**config.mk**
```make
export PLATFORM = sky130hd
export DESIGN_NAME = twp_front
export DESIGN_NICKNAME = d
export VERILOG_FILES = /design/src/rtl/core/twp_pkg.sv /design/src/rtl/core/twp_front.sv
export SDC_FILE = /design/constraint.sdc
export NUM_CORES = 1
export LEC_CHECK = 0
export BUFFER_PORTS_ARGS = -buffer_cell sky130_fd_sc_hd__buf_2
export CAP_MARGIN = 40
export CORE_MARGIN = 1.5
export CORE_UTILIZATION = 60
export DETAILED_ROUTE_END_ITERATION = 8
export PLACE_DENSITY = 0.84
export SYNTH_ARGS = -nofsm -noshare
export SYNTH_HDL_FRONTEND = slang
export SYNTH_SLANG_ARGS = --single-unit
```
**constraint.sdc**
```tcl
create_clock -name vclk -period 15.3
set_input_delay 2.295 -clock vclk [all_inputs]
set_output_delay 2.295 -clock vclk [all_outputs]
set_load 0.03 [all_outputs]
```
**src/rtl/core/twp_pkg.sv**
```systemverilog
`default_nettype none

package twp_pkg;

  localparam int SAMPLE_BITS_DEF = 12;
  localparam int PHASE_BITS_DEF  = 16;

  localparam int CORDIC_STAGES = 30;
  localparam int ANGLE_BITS    = 32;
  localparam int FRAC_SHIFT    = 20;
  localparam int SQRT3_Q20     = 1816187;
  // datapath headroom over the sample width: Q20 scale, sqrt(3), CORDIC gain, sign
  localparam int XY_GUARD      = 25;
  localparam int QUEUE_DEPTH   = 2;

  localparam logic [ANGLE_BITS-1:0] HALF_TURN = 32'h8000_0000;

  typedef struct packed {
    logic both_zero;
    logic turned;
  } twp_class_t;

  // atan(2^-i) in units of 2^-32 turn
  function automatic logic [ANGLE_BITS-1:0] atan_turn(input int idx);
    logic [ANGLE_BITS-1:0] t;
    case (idx)
      0:       t = 32'h2000_0000;
      1:       t = 32'h12E4_051E;
      2:       t = 32'h09FB_385B;
      3:       t = 32'h0511_11D4;
      4:       t = 32'h028B_0D43;
      5:       t = 32'h0145_D7E1;
      6:       t = 32'h00A2_F61E;
      7:       t = 32'h0051_7C55;
      8:       t = 32'h0028_BE53;
      9:       t = 32'h0014_5F2F;
      10:      t = 32'h000A_2F98;
      11:      t = 32'h0005_17CC;
      12:      t = 32'h0002_8BE6;
      13:      t = 32'h0001_45F3;
      14:      t = 32'h0000_A2F9;
      15:      t = 32'h0000_517C;
      16:      t = 32'h0000_28BE;
      17:      t = 32'h0000_145F;
      18:      t = 32'h0000_0A2F;
      19:      t = 32'h0000_0517;
      20:      t = 32'h0000_028B;
      21:      t = 32'h0000_0145;
      22:      t = 32'h0000_00A2;
      23:      t = 32'h0000_0051;
      24:      t = 32'h0000_0028;
      25:      t = 32'h0000_0014;
      26:      t = 32'h0000_000A;
      27:      t = 32'h0000_0005;
      28:      t = 32'h0000_0002;
      29:      t = 32'h0000_0001;
      default: t = '0;
    endcase
    return t;
  endfunction

endpackage

`default_nettype wire

```
**src/rtl/core/twp_front.sv**
```systemverilog
`default_nettype none

module twp_front #(
  parameter int SAMPLE_BITS = twp_pkg::SAMPLE_BITS_DEF
) (
  input  wire logic [SAMPLE_BITS-1:0]             sample_first,
  input  wire logic [SAMPLE_BITS-1:0]             sample_second,
  input  wire logic [SAMPLE_BITS-1:0]             sample_third,
  output logic signed [SAMPLE_BITS+twp_pkg::XY_GUARD-1:0] vec_x,
  output logic signed [SAMPLE_BITS+twp_pkg::XY_GUARD-1:0] vec_y,
  output twp_pkg::twp_class_t                     cls
);

  localparam int XY_BITS = SAMPLE_BITS + twp_pkg::XY_GUARD;
  localparam logic signed [22:0] SQRT3_C = 23'(twp_pkg::SQRT3_Q20);

  logic signed [SAMPLE_BITS:0]   diff;
  logic signed [SAMPLE_BITS+1:0] den;
  logic signed [XY_BITS-1:0]     y0;
  logic signed [XY_BITS-1:0]     x0;

  assign diff = $signed({1'b0, sample_first}) - $signed({1'b0, sample_third});
  assign den  = $signed({1'b0, sample_second, 1'b0})
              - $signed({2'b00, sample_first})
              - $signed({2'b00, sample_third});

  assign y0 = XY_BITS'(diff) * XY_BITS'(SQRT3_C);
  assign x0 = XY_BITS'(den) <<< twp_pkg::FRAC_SHIFT;

  // left half-plane: turn by half a turn so the CORDIC sees x >= 0
  assign cls = '{both_zero: (diff == '0) && (den == '0),
                 turned:    den[SAMPLE_BITS+1]};
  assign vec_x = cls.turned ? -x0 : x0;
  assign vec_y = cls.turned ? -y0 : y0;

endmodule

`default_nettype wire

```
==> impl_metrics.tcl <==
set metrics [dict create \
    min_period_ps 13160 \
    overflow 0 \
    fin_nets 1404 \
    synth_top_area_share_pct 27.16 \
    grt_pass1_wl_um 32080 \
    critPathKind "in2out" \
    grt_usage_pct 26.62 \
    routed_wl_um 19260 \
    required_ps 13010 \
    ys_seq_area_share_pct 0 \
    synth_cells 1008 \
    finalSetupViolations 0 \
    drive_gt1_share_pct 11.63 \
    first_pass_iters 5 \
    die_w_um 122.9 \
    final-seq-area_sq_um 0 \
    ios 112 \
    max_freq_ghz 0.07598 \
    status "finished, final reports clean" \
    critPathCaptureType "primary output" \
    finalCritPeriodShare_pct 86.02 \
    synth_commonest_cells "222 x inv_1, 166 x ha_1, 117 x fa_1, 56 x a21oi_1, 51 x xnor2_1" \
    holdWs_ps 5110 \
    cp_slowest_stage_delay_ps 620 \
    drc 0 \
    n_clock_buffer 0 \
    grt_pass1_vias 6774 \
    synth_largest_area_cell "fa_1" \
    final_antenna_net_count 0 \
    wl_per_cell_um 15.24 \
    cp_slowest_cell "fa_1" \
    cp_data_arrival_time_ps 10870 \
    vias 7021 \
    syn_to_final_growth_pct 6.196 \
    flops_and_latches 0 \
    hold_end "vec_x[20]" \
    instances_no_fill 1264 \
    synth_area_per_cell_sq_um 8.555 \
    fillers 1184 \
    dp.cells 1263 \
    via_per_inst 5.555 \
    dp_hpwl_um 17260 \
    start_util_pct 61.88 \
    path_max_fanout 9 \
    die_area_sq_um 15100 \
    hp-start "sample_second[0]" \
    synth_area_leaders "fa_1 27%, ha_1 24%, inv_1 9.7%, xnor2_1 5.2%, xor2_1 3.6%" \
    worstMarginPinSlew_ps 788.3 \
    yosysMostFrequentCell "inv_1" \
    io_buffers 89 \
    cp-start-kind "primary input" \
    cts_setup_buffers 0 \
    drt_iter0_drc 322 \
    cts_resized 0 \
    slew_viol_final 0 \
    maxSlewHeadroom_pct 47.27 \
    hold_buffers 0 \
    antenna_found_initial 1 \
    place.gp.congestion 0.9752 \
    worstHoldPathCells 4 \
    tns_ps 0 \
    fp-row-count 43 \
    grt_max_degree 21 \
    syn-cell-area_sq_um 8623 \
    core_area_sq_um 13930 \
    grt_setup_unrepaired "false" \
    ys_warn_count 0 \
    drv_cap 0 \
    hold_viol 0 \
    die_h_um 122.9 \
    synth_cell_types 82 \
    hold_class "in2out" \
]
logic make-up (layout without fill, tap and decap cells):
group                      count (synthesis)  count (layout)  share of synthesized area [%]
AOI/OAI and AO/OA                        182             182                          14.41
xor gates and xnor gates                  86              86                          8.735
adders and majority gates                283             283                          51.25
buffers and inverters                    261             314                          12.58
muxes                                      3               3                         0.3627
other                                      1              24                        0.04349
and+or+nand+nor                          192             192                          12.62
cells in the final DEF, fill, tap and decap left out, types with 3 or more instances in the layout:
master	netlist	final
inv_1	222	222
ha_1	166	166
fa_1	117	117
buf_2	3	89
a21oi_1	56	56
xnor2_1	51	51
nand2_1	44	44
nor2_1	37	37
xor2_1	35	35
o21ai_0	26	26
conb_1	1	23
o21ai_1	15	15
nor3_1	14	14
a21o_1	13	13
nand3_1	11	11
nand2b_1	10	10
and3_1	9	9
o21bai_1	8	8
o31ai_1	8	8
nor2b_1	8	8
or2_2	8	8
a211oi_1	6	6
nand4_1	6	6
and2_1	6	6
o21a_1	5	5
and4_1	5	5
nor3b_1	4	4
o41ai_1	4	4
a221o_1	3	3
or4_1	3	3
or3_1	3	3
o211ai_1	3	3
nor4_1	3	3
nand3b_1	3	3
worst max path at each step:
stage           endpoint       startpoint  cells past startpoint
6_report       vec_y[31]  sample_third[1]                     33
2_1_floorplan  vec_y[31]  sample_third[1]                     32
5_1_grt        vec_y[34]  sample_third[1]                     33
4_1_cts        vec_y[31]  sample_third[1]                     33
3_3_place_gp   vec_y[34]  sample_third[1]                     33
3_5_place_dp   vec_y[31]  sample_third[1]                     33
cell type report:
class / count / area [sq um] / share of cell area [%]
Inverter: 222 / 833.3 / 9.100
Multi-Input combinational cell: 769 / 7621 / 83.22
Timing Repair Buffer: 92 / 475.5 / 5.192
Tap cell: 180 / 225.2 / 2.459
Antenna cell: 1 / 2.502 / 0.02733
routing by layer:
layer  global-route usage (%)  part of all wire, %  vias up  wire length (um)
met1                    37.41                   45     3365              8585
li1                         -                    -     3418                 -
met4                    5.523                  2.4        0               462
met2                    44.03                   47      208              9068
met5                        0                    0        -                 0
met3                    3.392                  5.9       30              1146
metrics by stage:
stage | setup slack (ps) | util [%] | cell area, sq um
floorplan | 2929 | - | 8706
global placement | 2354 | 65.59 | 9140
detailed placement | 2161 | 65.70 | 9155
CTS | 2129 | 65.70 | 9155
global route | 1512 | 65.70 | 9155
finish | 2139 | 65.72 | 9158
worst max-delay path: cells and delay by family:
family          cells  cell delay, ps
fa+ha+maj           8            3640
buf+inv             5             480
simple gates        8            1540
compound gates     10            2140
xor+xnor            2             750
