**src/rtl/core/twp_pkg.sv**
```systemverilog
`default_nettype none

package twp_pkg;

  localparam int SAMPLE_BITS_DEF = 12;
  localparam int PHASE_BITS_DEF  = 16;

  localparam int CORDIC_STAGES = 30;
  localparam int ANGLE_BITS    = 32;
  localparam int FRAC_SHIFT    = 20;
  localparam int SQRT3_Q20     = 1816187;
  // datapath headroom over the sample width: Q20 scale, sqrt(3), CORDIC gain, sign
  localparam int XY_GUARD      = 25;
  localparam int QUEUE_DEPTH   = 2;

  localparam logic [ANGLE_BITS-1:0] HALF_TURN = 32'h8000_0000;

  typedef struct packed {
    logic both_zero;
    logic turned;
  } twp_class_t;

  // atan(2^-i) in units of 2^-32 turn
  function automatic logic [ANGLE_BITS-1:0] atan_turn(input int idx);
    logic [ANGLE_BITS-1:0] t;
    case (idx)
      0:       t = 32'h2000_0000;
      1:       t = 32'h12E4_051E;
      2:       t = 32'h09FB_385B;
      3:       t = 32'h0511_11D4;
      4:       t = 32'h028B_0D43;
      5:       t = 32'h0145_D7E1;
      6:       t = 32'h00A2_F61E;
      7:       t = 32'h0051_7C55;
      8:       t = 32'h0028_BE53;
      9:       t = 32'h0014_5F2F;
      10:      t = 32'h000A_2F98;
      11:      t = 32'h0005_17CC;
      12:      t = 32'h0002_8BE6;
      13:      t = 32'h0001_45F3;
      14:      t = 32'h0000_A2F9;
      15:      t = 32'h0000_517C;
      16:      t = 32'h0000_28BE;
      17:      t = 32'h0000_145F;
      18:      t = 32'h0000_0A2F;
      19:      t = 32'h0000_0517;
      20:      t = 32'h0000_028B;
      21:      t = 32'h0000_0145;
      22:      t = 32'h0000_00A2;
      23:      t = 32'h0000_0051;
      24:      t = 32'h0000_0028;
      25:      t = 32'h0000_0014;
      26:      t = 32'h0000_000A;
      27:      t = 32'h0000_0005;
      28:      t = 32'h0000_0002;
      29:      t = 32'h0000_0001;
      default: t = '0;
    endcase
    return t;
  endfunction

endpackage

`default_nettype wire

```
**src/rtl/core/twp_fifo.sv**
```systemverilog
`default_nettype none

module twp_fifo #(
  parameter int WIDTH = 16,
  parameter int DEPTH = twp_pkg::QUEUE_DEPTH
) (
  input  wire logic             clk,
  input  wire logic             rst,
  input  wire logic             push,
  input  wire logic [WIDTH-1:0] wr_data,
  output logic                  full,
  input  wire logic             pop,
  output logic [WIDTH-1:0]      rd_data,
  output logic                  empty
);

  localparam int PTR_BITS = (DEPTH > 1) ? $clog2(DEPTH) : 1;
  localparam int CNT_BITS = $clog2(DEPTH + 1);

  logic [WIDTH-1:0]    mem [DEPTH];
  logic [PTR_BITS-1:0] wr_ptr;
  logic [PTR_BITS-1:0] rd_ptr;
  logic [CNT_BITS-1:0] count;
  logic                do_push;
  logic                do_pop;

  assign full    = (count == CNT_BITS'(DEPTH));
  assign empty   = (count == '0);
  assign do_push = push && !full;
  assign do_pop  = pop && !empty;
  assign rd_data = mem[rd_ptr];

  always_ff @(posedge clk) begin
    if (do_push) begin
      mem[wr_ptr] <= wr_data;
    end
  end

  always_ff @(posedge clk) begin
    if (rst) begin
      wr_ptr <= '0;
      rd_ptr <= '0;
      count  <= '0;
    end else begin
      if (do_push) begin
        wr_ptr <= (wr_ptr == PTR_BITS'(DEPTH - 1)) ? '0 : wr_ptr + 1'b1;
      end
      if (do_pop) begin
        rd_ptr <= (rd_ptr == PTR_BITS'(DEPTH - 1)) ? '0 : rd_ptr + 1'b1;
      end
      if (do_push && !do_pop) begin
        count <= count + 1'b1;
      end else if (do_pop && !do_push) begin
        count <= count - 1'b1;
      end
    end
  end

endmodule

`default_nettype wire

```
**config.mk**
```make
export PLATFORM = sky130hd
export DESIGN_NAME = twp_fifo
export DESIGN_NICKNAME = d
export VERILOG_FILES = /design/src/rtl/core/twp_pkg.sv /design/src/rtl/core/twp_fifo.sv
export SDC_FILE = /design/constraint.sdc
export NUM_CORES = 1
export LEC_CHECK = 0
export BUFFER_PORTS_ARGS = -buffer_cell sky130_fd_sc_hd__buf_2
export CAP_MARGIN = 20
export CORE_ASPECT_RATIO = 2
export CORE_UTILIZATION = 35
export CTS_BUF_LIST = sky130_fd_sc_hd__clkbuf_8
export DETAILED_ROUTE_END_ITERATION = 6
export PLACE_DENSITY = 0.67
export SLEW_MARGIN = 20
export SYNTH_ARGS = -nofsm -noshare
export SYNTH_HDL_FRONTEND = slang
export SYNTH_SLANG_ARGS = --single-unit
```
**constraint.sdc**
```tcl
create_clock -name clk -period 3.95 [get_ports clk]
set_input_delay 0.395 -clock clk [delete_from_list [all_inputs] [get_ports clk]]
set_output_delay 0.395 -clock clk [all_outputs]
set_load 0.05 [all_outputs]
```
==> results of run 1 <==
==> synthesized netlist by cell type <==
cell      number
edfxtp_1      32
mux2_2        16
dfxtp_1        5
nor2_1         5
o21ai_0        3
xor2_1         3
a21oi_1        2
buf_2          2
inv_1          2
or3_1          2
and2_1         1
ha_1           1
nor2b_2        1
==> power by group through the flow <==
stage | Sequential (mW) | Clock (mW) | Combinational, mW
global route | 0.552 | 0.272 | 0.487
CTS | 0.544 | 0.257 | 0.468
global placement | 0.545 | 0 | 0.455
floorplan | 0.520 | 0 | 0.396
detailed placement | 0.551 | 0 | 0.466
finish | 0.543 | 0.253 | 0.464
==> routing by layer <==
| layer | global-route usage (%) | wire length (µm) | vias to the layer above | part of all wire (%) |
|---|---|---|---|---|
| met4 | 5.88 | 57 | 0 | 2.6 |
| li1 | - | - | 360 | - |
| met3 | 5.80 | 145 | 6 | 6.6 |
| met5 | 0 | 0 | - | 0 |
| met1 | 9.16 | 740 | 352 | 34 |
| met2 | 21.5 | 1260 | 27 | 57 |
==> stage by stage <==
stage	instance area [µm²]	std cells
global route	1700	167
finish	1700	167
floorplan	1370	75
CTS	1700	167
detailed placement	1610	159
global placement	1610	159
==> worst max-delay path, delay by kind of cell, from the launching register on <==
family	cells	cell delay, ns
buffers and inverters	1	0.21
flip-flops	1	0.79
multiplexers	1	0.41
==> layout make-up <==
| cell class | instances | area share [%] |
|---|---|---|
| Tap cell | 49 | 3.62 |
| Inverter | 2 | 0.443 |
| Clock inverter | 2 | 0.443 |
| Sequential cell | 37 | 62.6 |
| Multi-Input combinational cell | 34 | 17.1 |
| Timing Repair Buffer | 37 | 10.9 |
| Clock buffer | 6 | 4.87 |
==> worst max path at each step <==
stage                  start           to  slack, ns
CTS                 register  rd_data[11]       1.84
detailed placement  register  rd_data[11]       2.16
finish              register  rd_data[11]       1.86
floorplan           count[1]     count[1]       2.11
global route        register   rd_data[1]       1.78
global placement    register   rd_data[1]       2.18
==> sequential cells by signal (all words and copies together) (netlist names), named ones only <==
name    count
wr_ptr      1
count       2
rd_ptr      1
mem        32
==> kinds of logic (layout without fill, tap and decap cells) <==
kind of cell / Yosys count / in the layout / synth area share [%]
adders and majority gates: 1 / 1 / 0.914
buffers and inverters: 4 / 47 / 1.28
muxes: 16 / 16 / 13.2
DFF: 37 / 37 / 77.5
xor gates and xnor gates: 3 / 3 / 1.92
and+or+nand+nor: 9 / 9 / 3.38
AOI/OAI and AO/OA: 5 / 5 / 1.83
==> summary.md, run 1 <==
| Metric | Value |
|---|---|
| Status | `finished clean` |
| Final nets | `138` |
| R2R cell count | `3` |
| H-tree Lvls | `2` |
| Relative slew slack | `49.6%` |
| First-pass GRT wire length | `3390 µm` |
| Crit-path max FO | `16` |
| Port buffer count | `37` |
| Max-Cap Viols | `0` |
| Hold Slack | `0.297 ns` |
| DR vias | `745` |
| HP Class | `in -> reg` |
| Sw power | `493 µW` |
| Netlist Area Pre-Place | `0.00137 mm²` |
| WHS Path Cells | `1` |
| Fill count | `348` |
| Boundary pin count | `38` |
| Critical Path RT | `3.56 ns` |
| P_leak | `0.658 nW` |
| Remaining Overflow, GRT | `0` |
| Min Clock Period, post-route | `2.09 ns` |
| Initial antenna violation count | `0` |
| CTS Buf Count | `5` |
| Hpwl dp | `1600 µm` |
| First-iteration detailed-routing DRC count | `19` |
| Sink Count | `37` |
| CTS tree | `built` |
| N_diodes | `0` |
| Setup TNS | `0 ns` |
| Routed WL | `2210 µm` |
| CTS resizes | `0` |
| Internal power | `768 µW` |
| FF/Latch Area | `0.00106 mm²` |
| PwrDens | `743 mW/mm²` |
| Bufs on Longest Clock Path | `2` |
| Most frequent cells in the layout | `37 x buf_2, 32 x edfxtp_1, 16 x mux2_2` |
| Final Max Tran Viols | `0` |
| DP Worst Slack | `2.16 ns` |
| Measured slew at the worst slew-check pin | `0.756 ns` |
| Clk pin slew, worst setup/hold paths | `0.07 ns` |
| Synth top area cells | `edfxtp_1 70%, mux2_2 13%, dfxtp_1 7.3%, xor2_1 1.9%, nor2_1 1.4%` |
| Hold Path End | `mem[0][14]` |
| Unrepaired setup endpoints after global routing | `false` |
| Total track usage | `11.8%` |
| Crit end category | `output pin` |
| Number of global-route vias before repair | `782` |
| Die W | `46.2 µm` |
| RR Startpoint | `count[0]` |
| Area of the multi-input gates | `290 µm²` |
| Arrival time at the worst endpoint | `1.70 ns` |
| Hold-fix buffers, CTS | `0` |
| TritonRoute pass-1 iters | `4` |
| Total core area | `0.00368 mm²` |
| Yosys cell types | `13` |
| Final core occ | `46.0%` |
| Row count | `31` |
| Clk Latency, worst-skew pair | `0.28 ns` |
| Peak supply drop | `0.546 mV` |
| Final GP Congestion | `0.635` |
| Fmax | `478 MHz` |
| Flop pwr share | `43.1%` |
| Setup Skew | `0.00332 ns` |
| Worst-path cell chain | `mux2_2 > buf_2` |
| Clk network pwr share | `20.1%` |
| Syn Area/Cell | `18.3 µm²` |
| Share of the yosys chip area belonging to registers | `77.5%` |
| CP startpoint kind | `register` |
| Initial Util | `37.1%` |
| Final Hold Vio Count | `0` |
| Fin crit share | `53.0%` |
| Residual DRC | `0` |
| Cell taking the most area after synthesis | `edfxtp_1` |
| Top-area cell type share of the netlist area | `70.2%` |
| DR vias/cell | `4.46` |
| Leading cell type in the layout, fill and taps excluded | `buf_2` |
| Combinational power share | `36.8%` |
| Synth Instances | `75` |
| Fraction of layout cells with a size suffix above 1 | `50.8%` |
| Slowest stage delay, CP | `0.79 ns` |
| Total power | `1.26 mW` |
| Crit Path Class | `reg -> out` |
| CP max-delay cell | `dfxtp_1` |
| Area Growth Syn to Fin | `23.9%` |
| Final worst setup slack | `1.86 ns` |
| Number of setup buffers added after CTS | `0` |
| Sw Ratio | `39.1%` |
| Area of the die | `0.00418 mm²` |
| Synthesized flop and latch total | `37` |
| Hold wc startpoint | `wr_data[14]` |
| CTS Root Cell | `clkbuf_8` |
| Die Span Y | `90.4 µm` |
| Avg WL per Cell | `13.2 µm` |
| Syn Nets | `96` |
| Largest net degree at the start of global routing | `17` |
| Final setup fails | `0` |
| Reg2reg setup slack | `2.23 ns` |
| Synth warn | `0` |
| Post-DRT Antenna Nets | `0` |
| R2r endpoint | `mem[0][7]` |
Note: power is estimated with default switching activity, not from simulation.
==> run 2, diff against run 1 <==
- PLACE_DENSITY: 0.67 -> 0.69
- clock period: 3.95 -> 1.84 ns (I/O delays scaled with it)
==> run 2 against run 1 <==
Effect of this change:
- sequential share of layout area fell by 0.32 points
- setup slack got worse by 1.6 ns
- clock skew fell by 0.0022 ns
- core utilization rose by 0.24 points
- critical endpoint is now count[1]
- total power rose by 110%
- first-iteration DRC count fell by 26%
- clock power rose by 94%
- critical path depth rose by 2
- combinational power rose by 130%
- design area rose by 0.52%
- die area did not move
- via count rose by 2.8%
==> summary.md, run 2 (same netlist as run 1, synthesis figures left out) <==
| Metric | Value |
|---|---|
| DR vias/cell | `4.53` |
| Total track usage | `11.8%` |
| Number of global-route vias before repair | `820` |
| First-pass GRT wire length | `3390 µm` |
| HP Class | `in -> reg` |
| Final Hold Vio Count | `0` |
| Avg WL per Cell | `13.2 µm` |
| Slowest stage delay, CP | `0.37 ns` |
| N_diodes | `0` |
| Top flop regs | `mem x32, count x2` |
| Fill count | `353` |
| First-iteration detailed-routing DRC count | `14` |
| Leading cell type in the layout, fill and taps excluded | `buf_2` |
| Worst-path cell chain | `o21ai_0 > ha_1 > or3_1 > a21oi_1` |
| Residual DRC | `0` |
| Bufs on Longest Clock Path | `2` |
| Internal power | `1.62 mW` |
| Register bank with the most flops | `mem` |
| CP max-delay cell | `dfxtp_1` |
| Crit path max-delay family | `compound AO/OA/AOI/OAI gates` |
| Post-DRT Antenna Nets | `0` |
| Final GP Congestion | `0.623` |
| Port buffer count | `37` |
| Fraction of layout cells with a size suffix above 1 | `51.7%` |
| Initial antenna violation count | `0` |
| Final nets | `141` |
| Sw power | `1.05 mW` |
| CP startpoint kind | `register` |
| Most frequent cells in the layout | `37 x buf_2, 32 x edfxtp_1, 16 x mux2_2` |
| Final worst setup slack | `0.217 ns` |
| CTS tree | `built` |
| Status | `finished clean` |
| P_leak | `0.663 nW` |
| Peak supply drop | `0.989 mV` |
| Sw Ratio | `39.4%` |
| Hold Slack | `0.0976 ns` |
| Max reg flops | `32` |
| CTS Buf Count | `5` |
| CTS resizes | `0` |
| Largest net degree at the start of global routing | `17` |
| Fin crit share | `88.2%` |
| Total core area | `0.00368 mm²` |
| Crit-path max FO | `5` |
| Unrepaired setup endpoints after global routing | `false` |
| DR vias | `766` |
| Measured slew at the worst slew-check pin | `0.367 ns` |
| Flop pwr share | `41.6%` |
| Area of the die | `0.00418 mm²` |
| DP Worst Slack | `0.241 ns` |
| Die W | `46.2 µm` |
| Row count | `31` |
| Fmax | `616 MHz` |
| TritonRoute pass-1 iters | `4` |
| Hpwl dp | `1610 µm` |
| Routed WL | `2230 µm` |
| Setup TNS | `0 ns` |
| Setup Skew | `0.00114 ns` |
| Remaining Overflow, GRT | `0` |
| Die Span Y | `90.4 µm` |
| Crit end category | `register` |
| Critical Path RT | `2.05 ns` |
| Final setup fails | `0` |
| Final Max Tran Viols | `0` |
| Clk pin slew, worst setup/hold paths | `0.06 ns` |
| H-tree Lvls | `2` |
| Relative slew slack | `75.3%` |
| Arrival time at the worst endpoint | `1.83 ns` |
| Sink Count | `37` |
| Area Growth Syn to Fin | `24.5%` |
| WP buf/inv | `0` |
| Max-Cap Viols | `0` |
| Combinational power share | `40.0%` |
| CTS Root Cell | `clkbuf_8` |
| PwrDens | `1570 mW/mm²` |
| Boundary pin count | `38` |
| Hold-fix buffers, CTS | `0` |
| Clk network pwr share | `18.4%` |
| Clk Latency, worst-skew pair | `0.27 ns` |
| Min Clock Period, post-route | `1.62 ns` |
| Number of setup buffers added after CTS | `0` |
| Initial Util | `37.1%` |
| Crit Path Class | `reg -> reg` |
run 2: cell count changes in the layout (fill, tap and decap cells not counted):
| cell | previous run | this run |
|---|---|---|
| buf_4 | 0 | 3 |
| clkinv_1 | 0 | 1 |
| inv_1 | 4 | 3 |
| clkbuf_8 | 6 | 5 |
run 2: power groups by stage:
stage                     sequential, mW  clock (mW)  combinational (mW)
after global routing                1.13       0.532                1.13
after detailed placement            1.13           0                1.08
after CTS                           1.11       0.515                1.08
after global placement              1.12           0                1.04
after floorplan                     1.12           0               0.851
final                               1.11       0.492                1.07
run 2: layer usage:
| layer | global-route usage, % | vias up | routed length (µm) |
|---|---|---|---|
| met5 | 0 | - | 0 |
| met4 | 8.82 | 0 | 63 |
| met3 | 2.60 | 4 | 86 |
| met2 | 22.3 | 26 | 1330 |
| met1 | 8.78 | 369 | 749 |
| li1 | - | 367 | - |
run 2: layout make-up:
| class | count | area [µm²] | share of cell area, % |
|---|---|---|---|
| Timing Repair Buffer | 40 | 208 | 12.2 |
| Sequential cell | 37 | 1060 | 62.3 |
| Tap cell | 49 | 61.3 | 3.60 |
| Inverter | 2 | 7.51 | 0.441 |
| Clock inverter | 2 | 7.51 | 0.441 |
| Multi-Input combinational cell | 34 | 290 | 17.0 |
| Clock buffer | 5 | 68.8 | 4.04 |
run 2: worst paths after layout:
kind / start / to / slack [ns] / depth (start not counted)
max: count[0] / count[1] / 0.22 / 4
min reg2reg: wr_ptr / wr_ptr / 0.50 / 2
max reg2reg: count[0] / count[1] / 0.22 / 4
min: wr_data[6] / mem[0][6] / 0.1 / 1
run 2: through the flow:
stage	utilization (%)	cells	area (µm²)	total power, mW
after floorplan	-	75	1370	1.97
after global placement	44.2	162	1630	2.16
after CTS	46.2	169	1700	2.71
final	46.2	169	1700	2.68
after detailed placement	44.2	162	1630	2.21
after global routing	46.2	169	1700	2.79
